==> src/rtl/potb_pkg.sv <==
`timescale 1ns / 1ps
// ----------------------------------------------------------------------------
// potb_pkg: shared types and constants of the order book matcher
// codes, payload structs and controller/datapath command and status groups
// ----------------------------------------------------------------------------
package potb_pkg;

  localparam int unsigned SideDepthDef = 32;

  localparam logic [1:0] CMD_INSERT = 2'd0;
  localparam logic [1:0] CMD_CANCEL = 2'd1;
  localparam logic [1:0] CMD_REDUCE = 2'd2;

  localparam logic [2:0] ST_OK        = 3'd0;
  localparam logic [2:0] ST_ZERO_QTY  = 3'd1;
  localparam logic [2:0] ST_NOT_FOUND = 3'd2;
  localparam logic [2:0] ST_NOT_RED   = 3'd3;
  localparam logic [2:0] ST_FULL      = 3'd4;

  typedef struct packed {
    logic [1:0]  cmd;
    logic        is_buy;
    logic [31:0] price;
    logic [31:0] qty;
    logic [31:0] order_id;
  } req_t;

  typedef struct packed {
    logic        is_trade;
    logic [31:0] buyer_id;
    logic [31:0] seller_id;
    logic [31:0] trade_price;
    logic [31:0] trade_qty;
    logic [63:0] stamp;
    logic [31:0] assigned_id;
    logic [31:0] remaining_qty;
    logic [2:0]  status;
    logic        last;
  } rsp_t;

  // controller to datapath
  typedef struct packed {
    logic load;       // capture request
    logic scan_start; // restart slot scan
    logic scan_step;  // examine one slot per side
    logic take_ids;   // consume id and stamp
    logic fill;       // apply fill at best, emit trade
    logic rest;       // write remainder into free slot
    logic modify;     // apply cancel or reduce
    logic ack;        // emit acknowledgement
  } ctl_t;

  // datapath to controller
  typedef struct packed {
    logic        scan_done;
    logic        best_found;
    logic        free_found;
    logic        id_found;
    logic        qty_zero;
    logic        out_busy;
    logic [1:0]  cmd;
  } sts_t;

endpackage

==> src/rtl/potb_ctrl.sv <==
`timescale 1ns / 1ps
// ----------------------------------------------------------------------------
// potb_ctrl: request sequencer
// steps each request through scan, fill or modify, rest and acknowledge phases
// ----------------------------------------------------------------------------
module potb_ctrl (
  input  logic            clk_i,
  input  logic            rst_ni,
  input  logic            in_valid_i,
  output logic            in_ready_o,
  input  potb_pkg::sts_t  sts_i,
  output potb_pkg::ctl_t  ctl_o
);
  import potb_pkg::*;

  localparam logic [2:0] S_IDLE = 3'd0;
  localparam logic [2:0] S_DISP = 3'd1;
  localparam logic [2:0] S_SCAN = 3'd2;
  localparam logic [2:0] S_DEC  = 3'd3;
  localparam logic [2:0] S_ACK  = 3'd4;

  logic [2:0] state_q, state_d;

  always_ff @(posedge clk_i or negedge rst_ni) begin
    if (!rst_ni) state_q <= S_IDLE;
    else state_q <= state_d;
  end

  always_comb begin
    state_d    = state_q;
    ctl_o      = '0;
    in_ready_o = 1'b0;
    case (state_q)
      S_IDLE: begin
        in_ready_o = 1'b1;
        if (in_valid_i) begin
          ctl_o.load = 1'b1;
          state_d = S_DISP;
        end
      end
      S_DISP: begin
        if (sts_i.cmd == CMD_INSERT && sts_i.qty_zero) begin
          state_d = S_ACK;
        end else begin
          ctl_o.take_ids   = (sts_i.cmd == CMD_INSERT);
          ctl_o.scan_start = 1'b1;
          state_d = S_SCAN;
        end
      end
      S_SCAN: begin
        ctl_o.scan_step = 1'b1;
        if (sts_i.scan_done) state_d = S_DEC;
      end
      S_DEC: begin
        if (sts_i.cmd != CMD_INSERT) begin
          ctl_o.modify = 1'b1;
          state_d = S_ACK;
        end else if (!sts_i.qty_zero && sts_i.best_found) begin
          if (!sts_i.out_busy) begin
            ctl_o.fill       = 1'b1;
            ctl_o.scan_start = 1'b1;
            state_d = S_SCAN;
          end
        end else begin
          ctl_o.rest = !sts_i.qty_zero && sts_i.free_found;
          state_d = S_ACK;
        end
      end
      S_ACK: begin
        if (!sts_i.out_busy) begin
          ctl_o.ack = 1'b1;
          state_d = S_IDLE;
        end
      end
      default: state_d = S_IDLE;
    endcase
  end
endmodule

==> config.mk <==
export PLATFORM = sky130hd
export DESIGN_NAME = potb_ctrl
export DESIGN_NICKNAME = d
export VERILOG_FILES = /design/src/rtl/potb_pkg.sv /design/src/rtl/potb_ctrl.sv
export SDC_FILE = /design/constraint.sdc
export NUM_CORES = 1
export LEC_CHECK = 0
export BUFFER_PORTS_ARGS = -buffer_cell sky130_fd_sc_hd__clkbuf_2
export CAP_MARGIN = 20
export CORE_AREA = 2 2 39 41
export DETAILED_ROUTE_END_ITERATION = 16
export DIE_AREA = 0 0 41 43
export PLACE_DENSITY = 0.46
export SETUP_SLACK_MARGIN = 0.15
export SLEW_MARGIN = 20
export SYNTH_ARGS = -nofsm -noshare
export SYNTH_HDL_FRONTEND = slang
export SYNTH_SLANG_ARGS = --single-unit
==> constraint.sdc <==
create_clock -name clk_i -period 2.1 [get_ports clk_i]
set_clock_uncertainty 0.15 [all_clocks]
set_input_delay 0.315 -clock clk_i [delete_from_list [all_inputs] [get_ports clk_i]]
set_output_delay 0.315 -clock clk_i [all_outputs]
set_load 0.02 [all_outputs]
==> impl_metrics.json <==
{
  "status": "finished, final reports clean",
  "avgRoutedWirePerCell_um": 10.3,
  "r2r_cells": 4,
  "crit_slowest_cell": "or4b_4",
  "ys_warn_count": 0,
  "drive_above_1_share": 0.552,
  "core.rowCount": 14,
  "syn_area_um2": 299,
  "drt_pass1_iterations": 2,
  "final_common_cell": "clkbuf_2",
  "pwr-share-clk": 0.188,
  "path_clk_slew_ns": 0.04,
  "vdd_ir_drop_max_uv": 447,
  "finalCritPeriodShare": 0.932,
  "worst-path-buf-inv": 1,
  "grt_start_max_net_pins": 10,
  "final_cell_count_no_fill": 74,
  "slew_viol_final": 0,
  "p_int_mw": 0.302,
  "finalCriticalPeriod_ns": 1.96,
  "io_pins": 20,
  "worstSetupStartpointType": "flop",
  "track_usage": 0.117,
  "root_buffer": "clkbuf_4",
  "rsz0062_at_grt": "true",
  "core_area_mm2": 0.00138,
  "hp-class": "in2async",
  "hpwl_um": 597,
  "fp.dieH_um": 43,
  "critPathMaxFanout": 2,
  "switching_power_mw": 0.254,
  "drv_cap": 0,
  "largest_reg_flops": 3,
  "crit_type": "reg2out",
  "num_antenna_cells": 0,
  "gp_congestion": 0.645,
  "grt-ovfl-total": 0,
  "grt_pass1_wl_mm": 1.30,
  "relSlewSlack": 0.810,
  "worst_pin_slew_ns": 0.280,
  "worstPathRequired_ns": 1.63,
  "power_frac_seq": 0.192,
  "die-area_mm2": 0.00176,
  "worstPathCellList": "nand2_4 > or4b_4 > nor3b_2 > buf_4",
  "dp.cells": 69,
  "ant_nets": 0,
  "dpl_worst_slack_ns": 0.237,
  "antenna_found_initial": 0,
  "grt_pass1_vias": 317,
  "setup-tns-final_ns": 0,
  "cts_buffer_depth": 2,
  "routed_wl_um": 764,
  "crit_path_end_kind": "output port",
  "syn_area_per_cell_um2": 8.80,
  "layout.nets": 70,
  "route.detailed.drc": 0,
  "numPortBuffers": 18,
  "syn-num-nets": 45,
  "post_cts_buffers": 0,
  "cp.depth": 4,
  "start_util": 0.216,
  "cts_max_level": 1,
  "ys_seq_area_frac": 0.251,
  "setup_slack_ns": 0.143,
  "cts_buffers": 3,
  "powerDensity_mw_per_mm2": 1220,
  "critical-path-top-delay-family": "simple AND/OR/NAND/NOR gates",
  "p_leak_nw": 0.223,
  "cts.sinks": 3,
  "swShare": 0.457,
  "fmax_mhz": 511,
  "hold_violations": 0,
  "dr_total_vias": 337,
  "layout_common_cells": "16 x clkbuf_2, 6 x buf_4",
  "cpPeakStageDelay_ns": 0.49,
  "clkLatencyLatePin_ns": 0.24,
  "tritoncts": "built",
  "combPwrFrac": 0.620,
  "syn2layout_area_growth_pct": 52.3,
  "setup_violations": 0,
  "drt_iter0_drc": 2,
  "die_x_um": 41,
  "r2r_slack_ns": 0.89,
  "largest_register": "state_q",
  "worstPathArrival_ns": 1.49,
  "ys_types": 25,
  "ys_ff_latch": 3,
  "reg.largest.list": "state_q (3)",
  "fillers": 158,
  "vias_per_cell": 4.55,
  "syn_inst": 34
}
==> cell type report <==
type / instances / area, µm² / share of cell area
Clock buffer: 4 / 26.3 / 0.0577
Inverter: 1 / 3.75 / 0.00824
Tap cell: 16 / 20.0 / 0.0440
Multi-Input combinational cell: 27 / 195 / 0.429
Sequential cell: 3 / 75.1 / 0.165
Timing Repair Buffer: 23 / 135 / 0.297
==> per-layer routing <==
| metal | routed length, µm | global-route usage | up-vias |
|---|---|---|---|
| li1 | - | - | 173 |
| met1 | 321 | 0.122 | 152 |
| met2 | 375 | 0.163 | 12 |
| met3 | 67 | 0.0942 | 0 |
| met4 | 0 | 0.0600 | 0 |
| met5 | 0 | 0 | - |
==> cells in the mapped netlist <==
| cell | instances | share of area |
|---|---|---|
| nand2_4 | 1 | 0.038 |
| nor2_1 | 3 | 0.038 |
| nor2b_1 | 1 | 0.021 |
| and2_1 | 1 | 0.021 |
| or3b_2 | 1 | 0.029 |
| nor2_2 | 1 | 0.021 |
| inv_1 | 1 | 0.013 |
| mux2i_1 | 1 | 0.033 |
| buf_6 | 2 | 0.075 |
| or4b_4 | 1 | 0.046 |
| o22a_1 | 1 | 0.029 |
| and3_1 | 1 | 0.021 |
| nand2_1 | 2 | 0.025 |
| a31oi_1 | 1 | 0.021 |
| a21oi_1 | 1 | 0.017 |
| dfrtp_1 | 3 | 0.25 |
| nor3_1 | 3 | 0.050 |
| a22oi_1 | 1 | 0.025 |
| nor4b_1 | 1 | 0.029 |
| o21ai_0 | 1 | 0.017 |
| nor3b_1 | 1 | 0.025 |
| o21a_1 | 1 | 0.025 |
| nand4b_1 | 1 | 0.029 |
| buf_2 | 1 | 0.017 |
| nor3b_2 | 2 | 0.084 |
==> final timing paths <==
kind	to	startpoint
setup / recovery	ctl_o[2]	state_q[1]
hold / removal	state_q[2]	rst_ni
setup reg to reg	state_q[0]	state_q[1]
hold reg to reg	state_q[0]	state_q[2]
max in group asynchronous	state_q[1]	rst_ni
min in group clk_i	state_q[2]	sts_i[2]
==> cell families after synthesis <==
group	share of synthesized area
simple gates	0.477
compound gates	0.134
flops	0.251
buf+inv	0.105
mux	0.0335
==> metrics by stage <==
stage | hold WS [ns] | power, mW | util | instance area [µm²]
floorplan | -0.131 | 0.370 | - | 299
global placement | -0.0367 | 0.452 | 0.297 | 412
detailed placement | -0.0355 | 0.452 | 0.297 | 412
CTS | 0.247 | 0.563 | 0.327 | 453
global route | 0.243 | 0.612 | 0.329 | 455
finish | 0.253 | 0.557 | 0.329 | 455
==> worst register-to-register path, stage by stage (launching register included) <==
cell,delay (ns)
dfrtp_1,0.38
buf_4,0.18
mux2i_1,0.20
o22a_1,0.15
nor2_1,0.04
==> power by group through the flow <==
stage / sequential (mW) / combinational [mW] / clock [mW]
after global placement: 0.109 / 0.342 / 0
after floorplan: 0.0931 / 0.277 / 0
after CTS: 0.108 / 0.346 / 0.110
final: 0.107 / 0.345 / 0.104
after global routing: 0.111 / 0.380 / 0.120
after detailed placement: 0.108 / 0.344 / 0
==> repair_timing <==
action	CTS	global route
pin swaps	1	0
hold buffers	1	0
gates resized for setup	2	3
endpoints found under the setup margin	2	3
endpoints found under the hold margin	3	0
Power figures use the tool's default switching activity.
